--- src/hw/rtl/spdt_pkg.sv ---
// ----------------------------------------------------------------------------
// Solenoid pulse/duty timer bank package
// Shared field widths, item kind codes, defaults and the input word type.
// ----------------------------------------------------------------------------
`default_nettype none

package spdt_pkg;

  localparam int KIND_W     = 2;
  localparam int CHANNEL_W  = 5;
  localparam int DURATION_W = 8;
  localparam int PATTERN_W  = 8;
  localparam int BANK_W     = 2;
  localparam int BITS_W     = 8;
  localparam int ENABLE_W   = 32;
  localparam int PHASE_W    = 8;

  // Channels per bank and the width of a lane index inside a bank.
  localparam int BANK_LANES = 8;
  localparam int LANE_W     = 3;

  localparam int CHANNELS_DEF   = 32;
  localparam int TIMER_BITS_DEF = 8;

  localparam logic [PHASE_W-1:0] PHASE_RESET = PHASE_W'(1);

  localparam logic [KIND_W-1:0] KIND_LOAD    = 2'd0;
  localparam logic [KIND_W-1:0] KIND_UPDATE  = 2'd1;
  localparam logic [KIND_W-1:0] KIND_ADVANCE = 2'd2;

  typedef struct packed {
    logic [KIND_W-1:0]     kind;
    logic [CHANNEL_W-1:0]  channel;
    logic [DURATION_W-1:0] duration;
    logic [PATTERN_W-1:0]  duty_pattern;
    logic [BANK_W-1:0]     bank;
    logic [BITS_W-1:0]     base_bits;
  } item_t;

endpackage

`default_nettype wire

--- src/hw/rtl/spdt_if.sv ---
// ----------------------------------------------------------------------------
// Solenoid pulse/duty timer bank channel interfaces
// Valid/ready channels for input words, result words and configuration.
// ----------------------------------------------------------------------------
`default_nettype none

interface spdt_item_if;
  logic                               valid;
  logic                               ready;
  logic [spdt_pkg::KIND_W-1:0]     kind;
  logic [spdt_pkg::CHANNEL_W-1:0]  channel;
  logic [spdt_pkg::DURATION_W-1:0] duration;
  logic [spdt_pkg::PATTERN_W-1:0]  duty_pattern;
  logic [spdt_pkg::BANK_W-1:0]     bank;
  logic [spdt_pkg::BITS_W-1:0]     base_bits;

  modport source (output valid, kind, channel, duration, duty_pattern, bank, base_bits,
                  input ready);
  modport sink   (input valid, kind, channel, duration, duty_pattern, bank, base_bits,
                  output ready);
endinterface

interface spdt_result_if;
  logic                           valid;
  logic                           ready;
  logic [spdt_pkg::BANK_W-1:0] out_bank;
  logic [spdt_pkg::BITS_W-1:0] out_bits;

  modport source (output valid, out_bank, out_bits, input ready);
  modport sink   (input valid, out_bank, out_bits, output ready);
endinterface

interface spdt_cfg_if;
  logic                             valid;
  logic                             ready;
  logic [spdt_pkg::ENABLE_W-1:0] data;

  modport source (output valid, data, input ready);
  modport sink   (input valid, data, output ready);
endinterface

`default_nettype wire

--- src/hw/rtl/solenoid_pulse_duty_timer_bank.sv ---
// ----------------------------------------------------------------------------
// Solenoid pulse/duty timer bank
// Per-channel countdown timers and duty patterns, updated one bank at a time.
// ----------------------------------------------------------------------------
// Usage:
//   in_chan carries one word per transfer. A load word sets one channel's
//   timer and duty pattern. An update word names a bank of eight channels
//   and supplies base output bits; every enabled channel of that bank with a
//   running timer counts down by one and, when its pattern overlaps the
//   one-hot duty phase, sets its bit in the result. An advance word rotates
//   the duty phase left, wrapping back to bit 0. Only update words produce
//   a result word on out_chan.
//   cfg_chan writes the 32-bit flasher enable mask; it is always ready and
//   should be written while no word is in flight.
//   A word accepted on in_chan is registered in the input register, and an
//   update word's result is registered in the result register for out_chan.
//   Throughput is one word per cycle unless an update word is held by a
//   stalled out_chan; all work for a word is done in the input register.
//   When out_chan stalls, the result register holds its word; a following
//   load or advance word still completes, while an update word waits in the
//   input register and in_chan drops ready until the result slot frees.
//   Synchronous reset clears all timers and patterns, the enable mask and
//   both valid flags, and sets the duty phase to one.
// ----------------------------------------------------------------------------
`default_nettype none

module solenoid_pulse_duty_timer_bank #(
  parameter int CHANNELS   = spdt_pkg::CHANNELS_DEF,
  parameter int TIMER_BITS = spdt_pkg::TIMER_BITS_DEF
) (
  input  wire logic    clk,
  input  wire logic    rst_n,
  spdt_item_if.sink    in_chan,
  spdt_result_if.source out_chan,
  spdt_cfg_if.sink     cfg_chan
);

  // Channels are stored as rows of one bank each, so an update touches one row.
  localparam int ROWS  = (CHANNELS + spdt_pkg::BANK_LANES - 1) / spdt_pkg::BANK_LANES;
  localparam int ROW_W = (ROWS > 1) ? $clog2(ROWS) : 1;

  typedef logic [TIMER_BITS-1:0]            timer_t;
  typedef logic [spdt_pkg::PATTERN_W-1:0]   pattern_t;

  // Input register.
  logic            in_v_r;
  spdt_pkg::item_t in_r;

  // Result register.
  logic                           out_v_r;
  logic [spdt_pkg::BANK_W-1:0] out_bank_r;
  logic [spdt_pkg::BITS_W-1:0] out_bits_r;

  // Channel state.
  timer_t                         timer_r   [ROWS][spdt_pkg::BANK_LANES];
  pattern_t                       pattern_r [ROWS][spdt_pkg::BANK_LANES];
  logic [spdt_pkg::PHASE_W-1:0]  phase_r;
  logic [spdt_pkg::ENABLE_W-1:0] enable_r;

  logic                           advance;
  logic                           is_load;
  logic                           is_update;
  logic                           is_rotate;
  logic                           load_ok;
  logic [ROW_W-1:0]               load_row;
  logic [spdt_pkg::LANE_W-1:0]   load_lane;
  logic [ROW_W-1:0]               bank_row;
  logic [spdt_pkg::BANK_LANES-1:0] lane_active;
  logic [spdt_pkg::BITS_W-1:0]   bits_nxt;
  logic [spdt_pkg::PHASE_W-1:0]  phase_nxt;
  logic [spdt_pkg::BANK_LANES-1:0] bank_enable;

  assign is_load   = (in_r.kind == spdt_pkg::KIND_LOAD);
  assign is_update = (in_r.kind == spdt_pkg::KIND_UPDATE);
  assign is_rotate = (in_r.kind == spdt_pkg::KIND_ADVANCE);

  // The held word retires unless it is an update facing a full, stalled result slot.
  assign advance = in_v_r && (!is_update || !out_v_r || out_chan.ready);

  assign in_chan.ready  = !in_v_r || advance;
  assign cfg_chan.ready = 1'b1;

  assign out_chan.valid    = out_v_r;
  assign out_chan.out_bank = out_bank_r;
  assign out_chan.out_bits = out_bits_r;

  // Load addressing: upper channel bits pick the row, lower bits the lane.
  assign load_ok   = (int'(in_r.channel) < CHANNELS);
  assign load_row  = ROW_W'(in_r.channel[spdt_pkg::CHANNEL_W-1:spdt_pkg::LANE_W]);
  assign load_lane = in_r.channel[spdt_pkg::LANE_W-1:0];

  assign bank_row    = ROW_W'(in_r.bank);
  assign bank_enable = enable_r[{in_r.bank, spdt_pkg::LANE_W'(0)} +: spdt_pkg::BANK_LANES];

  // Update: each lane of the bank is handled independently.
  always_comb begin
    bits_nxt = in_r.base_bits;
    for (int i = 0; i < spdt_pkg::BANK_LANES; i++) begin
      lane_active[i] = ((int'(in_r.bank) * spdt_pkg::BANK_LANES + i) < CHANNELS) &&
                       bank_enable[i] && (timer_r[bank_row][i] != '0);
      if (lane_active[i] && ((pattern_r[bank_row][i] & phase_r) != '0)) begin
        bits_nxt[i] = 1'b1;
      end
    end
  end

  // Rotate left; the bit leaving the top wraps to bit 0, which keeps the phase one-hot.
  assign phase_nxt = (phase_r[spdt_pkg::PHASE_W-1]) ? spdt_pkg::PHASE_RESET
                                                    : {phase_r[spdt_pkg::PHASE_W-2:0], 1'b0};

  always_ff @(posedge clk) begin
    if (!rst_n) begin
      in_v_r   <= 1'b0;
      out_v_r  <= 1'b0;
      phase_r  <= spdt_pkg::PHASE_RESET;
      enable_r <= '0;
      for (int r = 0; r < ROWS; r++) begin
        for (int i = 0; i < spdt_pkg::BANK_LANES; i++) begin
          timer_r[r][i]   <= '0;
          pattern_r[r][i] <= '0;
        end
      end
    end else begin
      if (in_chan.ready) begin
        in_v_r <= in_chan.valid;
      end
      if (in_chan.valid && in_chan.ready) begin
        in_r.kind         <= in_chan.kind;
        in_r.channel      <= in_chan.channel;
        in_r.duration     <= in_chan.duration;
        in_r.duty_pattern <= in_chan.duty_pattern;
        in_r.bank         <= in_chan.bank;
        in_r.base_bits    <= in_chan.base_bits;
      end

      if (cfg_chan.valid) begin
        enable_r <= cfg_chan.data;
      end

      if (advance && is_update) begin
        out_v_r    <= 1'b1;
        out_bank_r <= in_r.bank;
        out_bits_r <= bits_nxt;
        for (int i = 0; i < spdt_pkg::BANK_LANES; i++) begin
          if (lane_active[i]) begin
            timer_r[bank_row][i] <= timer_r[bank_row][i] - timer_t'(1);
          end
        end
      end else if (out_chan.ready) begin
        out_v_r <= 1'b0;
      end

      if (advance && is_load && load_ok) begin
        timer_r[load_row][load_lane]   <= timer_t'(in_r.duration);
        pattern_r[load_row][load_lane] <= in_r.duty_pattern;
      end

      if (advance && is_rotate) begin
        phase_r <= phase_nxt;
      end
    end
  end

  // The duty phase always has exactly one bit set.
  a_phase_onehot: assert property (@(posedge clk) disable iff (!rst_n)
    $onehot(phase_r))
    else $error("duty phase lost its one-hot form");

  // A retiring update word lands in the result register with its bank.
  a_update_result: assert property (@(posedge clk) disable iff (!rst_n)
    (advance && is_update) |=> (out_v_r && out_bank_r == $past(in_r.bank)))
    else $error("update word did not produce its result");

  // Base bits are never dropped from a result.
  a_base_kept: assert property (@(posedge clk) disable iff (!rst_n)
    (advance && is_update) |=>
      ((out_bits_r & $past(in_r.base_bits)) == $past(in_r.base_bits)))
    else $error("result lost requested base bits");

  // A new result only appears after an update word retires.
  a_no_spurious: assert property (@(posedge clk) disable iff (!rst_n)
    ($rose(out_v_r) && $past(rst_n)) |-> $past(advance && is_update))
    else $error("result appeared without an update word");

  // A held word that cannot retire stays in the input register unchanged.
  a_hold_input: assert property (@(posedge clk) disable iff (!rst_n)
    (in_v_r && !advance) |=> (in_v_r && in_r == $past(in_r)))
    else $error("stalled input word was disturbed");

endmodule

`default_nettype wire
--- src/flat_wrapper.sv ---
// flat-port wrapper written by rule: the top's interface ports become plain ports
module solenoid_pulse_duty_timer_bank_flat 
#(
  parameter int CHANNELS   = spdt_pkg::CHANNELS_DEF,
  parameter int TIMER_BITS = spdt_pkg::TIMER_BITS_DEF
)
  (clk, rst_n, in_chan_valid, in_chan_kind, in_chan_channel, in_chan_duration, in_chan_duty_pattern, in_chan_bank, in_chan_base_bits, in_chan_ready, out_chan_valid, out_chan_out_bank, out_chan_out_bits, out_chan_ready, cfg_chan_valid, cfg_chan_data, cfg_chan_ready);
  spdt_item_if in_chan_i ();
  spdt_result_if out_chan_i ();
  spdt_cfg_if cfg_chan_i ();
  input  wire logic clk;
  input  wire logic rst_n;
  input wire logic [$bits(in_chan_i.valid)-1:0] in_chan_valid;
  input wire logic [$bits(in_chan_i.kind)-1:0] in_chan_kind;
  input wire logic [$bits(in_chan_i.channel)-1:0] in_chan_channel;
  input wire logic [$bits(in_chan_i.duration)-1:0] in_chan_duration;
  input wire logic [$bits(in_chan_i.duty_pattern)-1:0] in_chan_duty_pattern;
  input wire logic [$bits(in_chan_i.bank)-1:0] in_chan_bank;
  input wire logic [$bits(in_chan_i.base_bits)-1:0] in_chan_base_bits;
  output wire logic [$bits(in_chan_i.ready)-1:0] in_chan_ready;
  output wire logic [$bits(out_chan_i.valid)-1:0] out_chan_valid;
  output wire logic [$bits(out_chan_i.out_bank)-1:0] out_chan_out_bank;
  output wire logic [$bits(out_chan_i.out_bits)-1:0] out_chan_out_bits;
  input wire logic [$bits(out_chan_i.ready)-1:0] out_chan_ready;
  input wire logic [$bits(cfg_chan_i.valid)-1:0] cfg_chan_valid;
  input wire logic [$bits(cfg_chan_i.data)-1:0] cfg_chan_data;
  output wire logic [$bits(cfg_chan_i.ready)-1:0] cfg_chan_ready;
  assign in_chan_i.valid = in_chan_valid;
  assign in_chan_i.kind = in_chan_kind;
  assign in_chan_i.channel = in_chan_channel;
  assign in_chan_i.duration = in_chan_duration;
  assign in_chan_i.duty_pattern = in_chan_duty_pattern;
  assign in_chan_i.bank = in_chan_bank;
  assign in_chan_i.base_bits = in_chan_base_bits;
  assign in_chan_ready = in_chan_i.ready;
  assign out_chan_valid = out_chan_i.valid;
  assign out_chan_out_bank = out_chan_i.out_bank;
  assign out_chan_out_bits = out_chan_i.out_bits;
  assign out_chan_i.ready = out_chan_ready;
  assign cfg_chan_i.valid = cfg_chan_valid;
  assign cfg_chan_i.data = cfg_chan_data;
  assign cfg_chan_ready = cfg_chan_i.ready;
  solenoid_pulse_duty_timer_bank #(.CHANNELS(CHANNELS), .TIMER_BITS(TIMER_BITS)) u_core (.clk(clk), .rst_n(rst_n), .in_chan(in_chan_i), .out_chan(out_chan_i), .cfg_chan(cfg_chan_i));
endmodule
--- config.mk ---
export PLATFORM = sky130hd
export DESIGN_NAME = solenoid_pulse_duty_timer_bank_flat
export DESIGN_NICKNAME = d
export VERILOG_FILES = /design/src/hw/rtl/spdt_pkg.sv /design/src/hw/rtl/spdt_if.sv /design/src/hw/rtl/solenoid_pulse_duty_timer_bank.sv /design/src/flat_wrapper.sv
export SDC_FILE = /design/constraint.sdc
export NUM_CORES = 1
export LEC_CHECK = 0
export ABC_AREA = 1
export CAP_MARGIN = 40
export CORE_UTILIZATION = 40
export DETAILED_ROUTE_END_ITERATION = 7
export DONT_BUFFER_PORTS = 1
export PLACE_DENSITY = 0.59
export SKIP_CTS_REPAIR_TIMING = 1
export SYNTH_ARGS = -nofsm -noshare
export SYNTH_HDL_FRONTEND = slang
export SYNTH_SLANG_ARGS = --single-unit
--- constraint.sdc ---
create_clock -name clk -period 4.61 [get_ports clk]
set_input_delay 0 -clock clk [delete_from_list [all_inputs] [get_ports clk]]
set_output_delay 0 -clock clk [all_outputs]
set_load 0.02 [all_outputs]
After elaboration in Yosys (flattened, before gate mapping):

Memory sizes are Yosys's and may differ from the RTL's. A register that Yosys moved wholly into a read port is not among the register bits.
Cells that the tools add are included.

* flip-flop bits (word level): 85
* bits of input ports: 70
* logic and storage cells: 169
* memory bits (writable): 512
* output and inout port bits: 13
* memories kept: 2

Memories
* u_core.pattern_r: depth 4, bits a word 64, read ports 1, clocked after memory_dff 1, write ports 4, line solenoid_pulse_duty_timer_bank.sv:56 `pattern_t pattern_r [ROWS][spdt_pkg::BANK_LANES];`
* u_core.timer_r: depth 4, bits a word 64, read ports 1, clocked after memory_dff 1, write ports 4, line solenoid_pulse_duty_timer_bank.sv:55 `timer_t timer_r [ROWS][spdt_pkg::BANK_LANES];`

* magnitude comparators: 10
* bitwise gates (word level): 9
* shift operators: 1
* add/subtract/negate cells: 15
* multiplexer cells: 52
* eq/ne operators: 2
* reduce and logical (&&, ||, !) cells: 59

Operator list (count)
* two-way mux 64 bit: 6
* less-than comparator 32 x 7 -> 1 bit, second input constant: 7
* OR reduction 64 bit: 3
* nonzero test 8 bit: 16
* AND 8 bit: 8
* subtractor 8 x 1 -> 8 bit, second input constant: 8
* two-way mux 1 bit: 37
* variable part select 32 x 6 -> 8 bit: 1
* logical AND 1 bit: 30
* adder 5 x 3 -> 6 bit, second input constant: 4
* demux 8 bit (select 3 bit): 1
* two-way mux 8 bit: 3
* adder 5 x 2 -> 6 bit, second input constant: 2
* two-way mux 2 bit: 5
* adder 5 x 1 -> 6 bit, second input constant: 1
* less-than comparator 5 x 6 -> 1 bit, second input constant: 1
* >= comparator 4 bit, second input constant: 1
* less-than comparator 4 x 1 -> 1 bit, second input constant: 1
* NOT 3 -> 4 bit: 1
* AND reduction 2 bit: 2
* logical NOT 1 bit: 3
* logical OR 1 bit: 3
* equality test 2 x 1 -> 1 bit, second input constant: 1
* equality test 2 bit, second input constant: 1
* 2 further kinds: 2

Longest topological paths before layout:

* depth in word-level cells: 12
* gate-level depth with buffers: 14
* mapped depth without buffers: 12

Worst setup path before layout:

OpenSTA, ideal clock, no wires.

* path type: register to register
* from: reg with a tool-made name
* to: mem u_core.timer_r[1][48] (netlist bit), enable pin
* slack: 2292 ps
* arrival time: 1989 ps
* buffers on the path: 3
* period minus slack after synthesis: 2318 ps
* stages on the path, launching flop included: 15
* required time: 4281 ps
* library setup time: 329 ps
* cell sequence: dfxtp_1 buf_6 buf_6 buf_2 nand2_1 nand3_1 nand2_1 ha_1 inv_1 nor2_1 nand2_1 nand3_1 nand2_2 nand2_4 nand2_1

RTL lines (line)
* end: declaration: solenoid_pulse_duty_timer_bank.sv:55

==> metrics.md <==
| Metric | Value |
|---|---|
| Number of global-route vias before repair | 20.6k |
| CTS root buf | clkbuf_16 |
| Final hold violations | 1 |
| TritonCTS clock tree | built |
| Grt total ovfl | 0 |
| FP Rows | 96 |
| Slew HR | 37.8% |
| CP Cell Sequence | inv_1 -> nand4_4 -> nor2_1 -> inv_1 -> nor2_1 -> inv_1 -> nand2_2 -> nand2_4 -> nand2_1 |
| Synth area leaders | edfxtp_1 (59%), nor2_1 (11%), nand2_1 (9.1%) |
| Syn avg cell area | 9.29 µm² |
| Synthesized cell area | 28,000 µm² |
| Design area | approximately 32,000 µm² |
| Most frequent cells after synthesis | nor2_1 (856), nand2_1 (677), edfxtp_1 (555) |
| Worst clock skew | 0.0203 ns |
| First-pass GRT wire length | 119,000 µm |
| Final Wtd Congestion | between 0.8 and 0.9 |
| Count leader, synth | nor2_1 |
| Worst r2r src | u_core.in_r[31] |
| Worst VDD drop | 0.311 mV |
| Worst Setup End Kind | register |
| Total I/O pin count | 83 |
| Failing checks | hold timing |
| # DRC | 0 |
| Yosys reg bits | 599 |
| Unrepaired setup endpoints after global routing | false |
| Beginning of the critical path | u_core.in_r[31] |
| WL/cell | 19.6 µm |
| Met1 Usage GRT | slightly above 30% |
| Fin nets | 3,172 |
| Synthesized instance count | between 3k and 4k |
| Share of the synthesized area in the top cell type | between 50% and 60% |
| Fin Hold WS | -0.00386 ns |
| Reg2Reg Depth | 9 |
| Met3 Resource Use GR | around 3.7% |
| Critical Path Most Common Cell | inv_1 |
| Mapped Nets | about 3.1k |
| Largest net degree at the start of global routing | 133 |
| Core Region | 68,900 µm² |
| Worst Setup EP | u_core.timer_r[3][21] |
| Clk sinks | 599 |
| Max Root-Sink Buffers | 3 |
| HP Class | in -> reg |
| Initial antenna violation count | 3 |
| Seq/Total Area, Yosys | 62.6% |
| Max-cap violations | 0 |
| CP max stage delay | 0.58 ns |
| Dominant cell type by area after synthesis | edfxtp_1 |
| Post-DP HPWL | 49,900 µm |
| Post-layout min period | 3.25 ns |
| Final Slew Violations | 0 |
| R2r setup slk | 1.36 ns |
| Reg clk slew, reported paths | 0.06 ns |
| Yosys Warn Count | 0 |
| TritonCTS Buffers | 58 |
| Leakage power | 13.4 nW |
| Main synth FF type | edfxtp_1 |
| Post-Route WL | 79,800 µm |
| Initial core utilization | 40.7% |
| Fraction of layout instances using a drive strength above 1 | 5.96% |
| Area grow syn2layout | 14.8% |
| Die width | 267 µm |
| Hold path start | in_chan_duty_pattern[4] |
| EDFF count, synth | 555 |
| Port Buffers | 0 |
| Highest clock rate | a little over 300 MHz |
| CP Data Required Time | 4.87 ns |
| Final setup viols | 0 |
| Final period utilization | 70.5% |
| Placed instance area | about 29,000 µm² |
| Initial DRC Count | 2,124 |
| Die Footprint | 71,200 µm² |
| First-pass DRT Iterations | 6 |
| M2 GR Usage | 35.0% |
| Fill count | 6,454 |
| Fin Setup TNS | 0 ns |
| Post-route ant nets | 0 |
| Pwr/cell area | 402 nW/µm² |
| Synth unique cells | 35 |
| Crit-path max FO | 26 |
| Status | finished with violations |
| Slowest CP cell | nor2_1 |
| H-tree depth | 2 |
| FFs w/ async S/R, synth | 0% |
| Vias per inst | 5.33 |
| Die height | 267 µm |
| Worst Path Arrival | 3.52 ns |
| Top Usage Layer GRT | met2 |
| GRT Overall Usage | 21.9% |
| Worst reg2reg path endpoint | u_core.timer_r[3][21] |
| CP Launch Type | register |
| Slew @ Worst Pin | 0.932 ns |
| Critical path type | reg -> reg |
| Worst skew pair latency | 0.63 ns |
| Via count | 21.7k |
[sequential cells by signal, summed over array words and instances, names as in the netlist, named ones only]
| name | flops |
|---|---|
| u_core.in_v_r | 1 |
| u_core.enable_r | 32 |
| u_core.pattern_r | 256 |
| u_core.out_chan.out_bank | 2 |
| u_core.phase_r | 8 |
| u_core.out_chan.valid | 1 |
| u_core.out_chan.out_bits | 8 |
| u_core.timer_r | 256 |
| u_core.bank_row | 2 |
| u_core.in_r | 31 |
[how the worst min path moves through the flow]
stage / endpoint / cells past startpoint
final: u_core.in_r[14] / 1
after global routing: u_core.in_r[14] / 1
after CTS: u_core.in_r[16] / 0
after detailed placement: u_core.in_r[30] / 0
after global placement: u_core.in_r[0] / 0
after floorplan: u_core.bank_row[0] / 0
[power breakdown]
group	total [mW]	internal, mW	leakage (nW)	switching, mW
logic	1.65	0.450	6.28	1.20
registers	6.20	6.11	6.16	0.0897
clock network	5.10	3.00	0.989	2.10
[cells by family (layout without fill, tap and decap cells)]
logic type	Yosys count	after routing	share of synthesized area [%]
buf+inv	291	407	4.39
fa+ha+maj	16	16	0.714
other cells	1	2	0.0134
xor+xnor	8	8	0.250
simple gates	1794	1794	26.2
flops	599	599	62.6
compound gates	311	311	5.92
[layout by cell type, fill, tap and decap left out, drive strengths merged, types with 44 or more instances in the layout]
cell type	netlist	routed
nand3	208	208
o22ai	51	51
nor2	862	862
o21ai	217	217
dlygate4sd3	0	117
nand2	717	717
inv	145	148
dfxtp	44	44
clkbuf	79	83
edfxtp	555	555
[cell type report]
type | count | area (µm²) | area share (%)
diodes | 1 | 2.50 | 0.00777
well taps | 931 | 1160 | 3.62
flip-flops and latches | 599 | 17600 | 54.5
multi-input cells | 2130 | 9280 | 28.8
inverters | 147 | 562 | 1.74
clock inverters | 27 | 349 | 1.08
clock buffers | 83 | 1690 | 5.24
repair buffers | 150 | 1600 | 4.98
[layer usage]
metal / vias up / wire, µm
met5: - / 12
met3: 167 / 6800
met1: 10400 / 33500
met2: 976 / 36900
met4: 2 / 2560
li1: 10200 / -
[critical path, delay by kind of cell, from the launching register on]
kind,cells,cell delay (ns)
buf+inv,3,0.39
simple gates,6,2.07
flops,1,0.41
[per-stage QoR]
step	util, %	cells	hold slack (ns)	power (mW)	setup slack, ns
floorplan	-	3020	0.0989	7.33	2.29
global placement	41.7	3828	0.0989	7.77	1.33
detailed placement	42.0	3839	0.0989	7.82	1.39
CTS	45.0	3949	-0.571	12.8	1.36
global route	46.7	4068	0.00209	13.4	1.07
finish	46.7	4068	-0.00386	12.9	1.36
No activity file was read; power rests on OpenSTA's default activity.
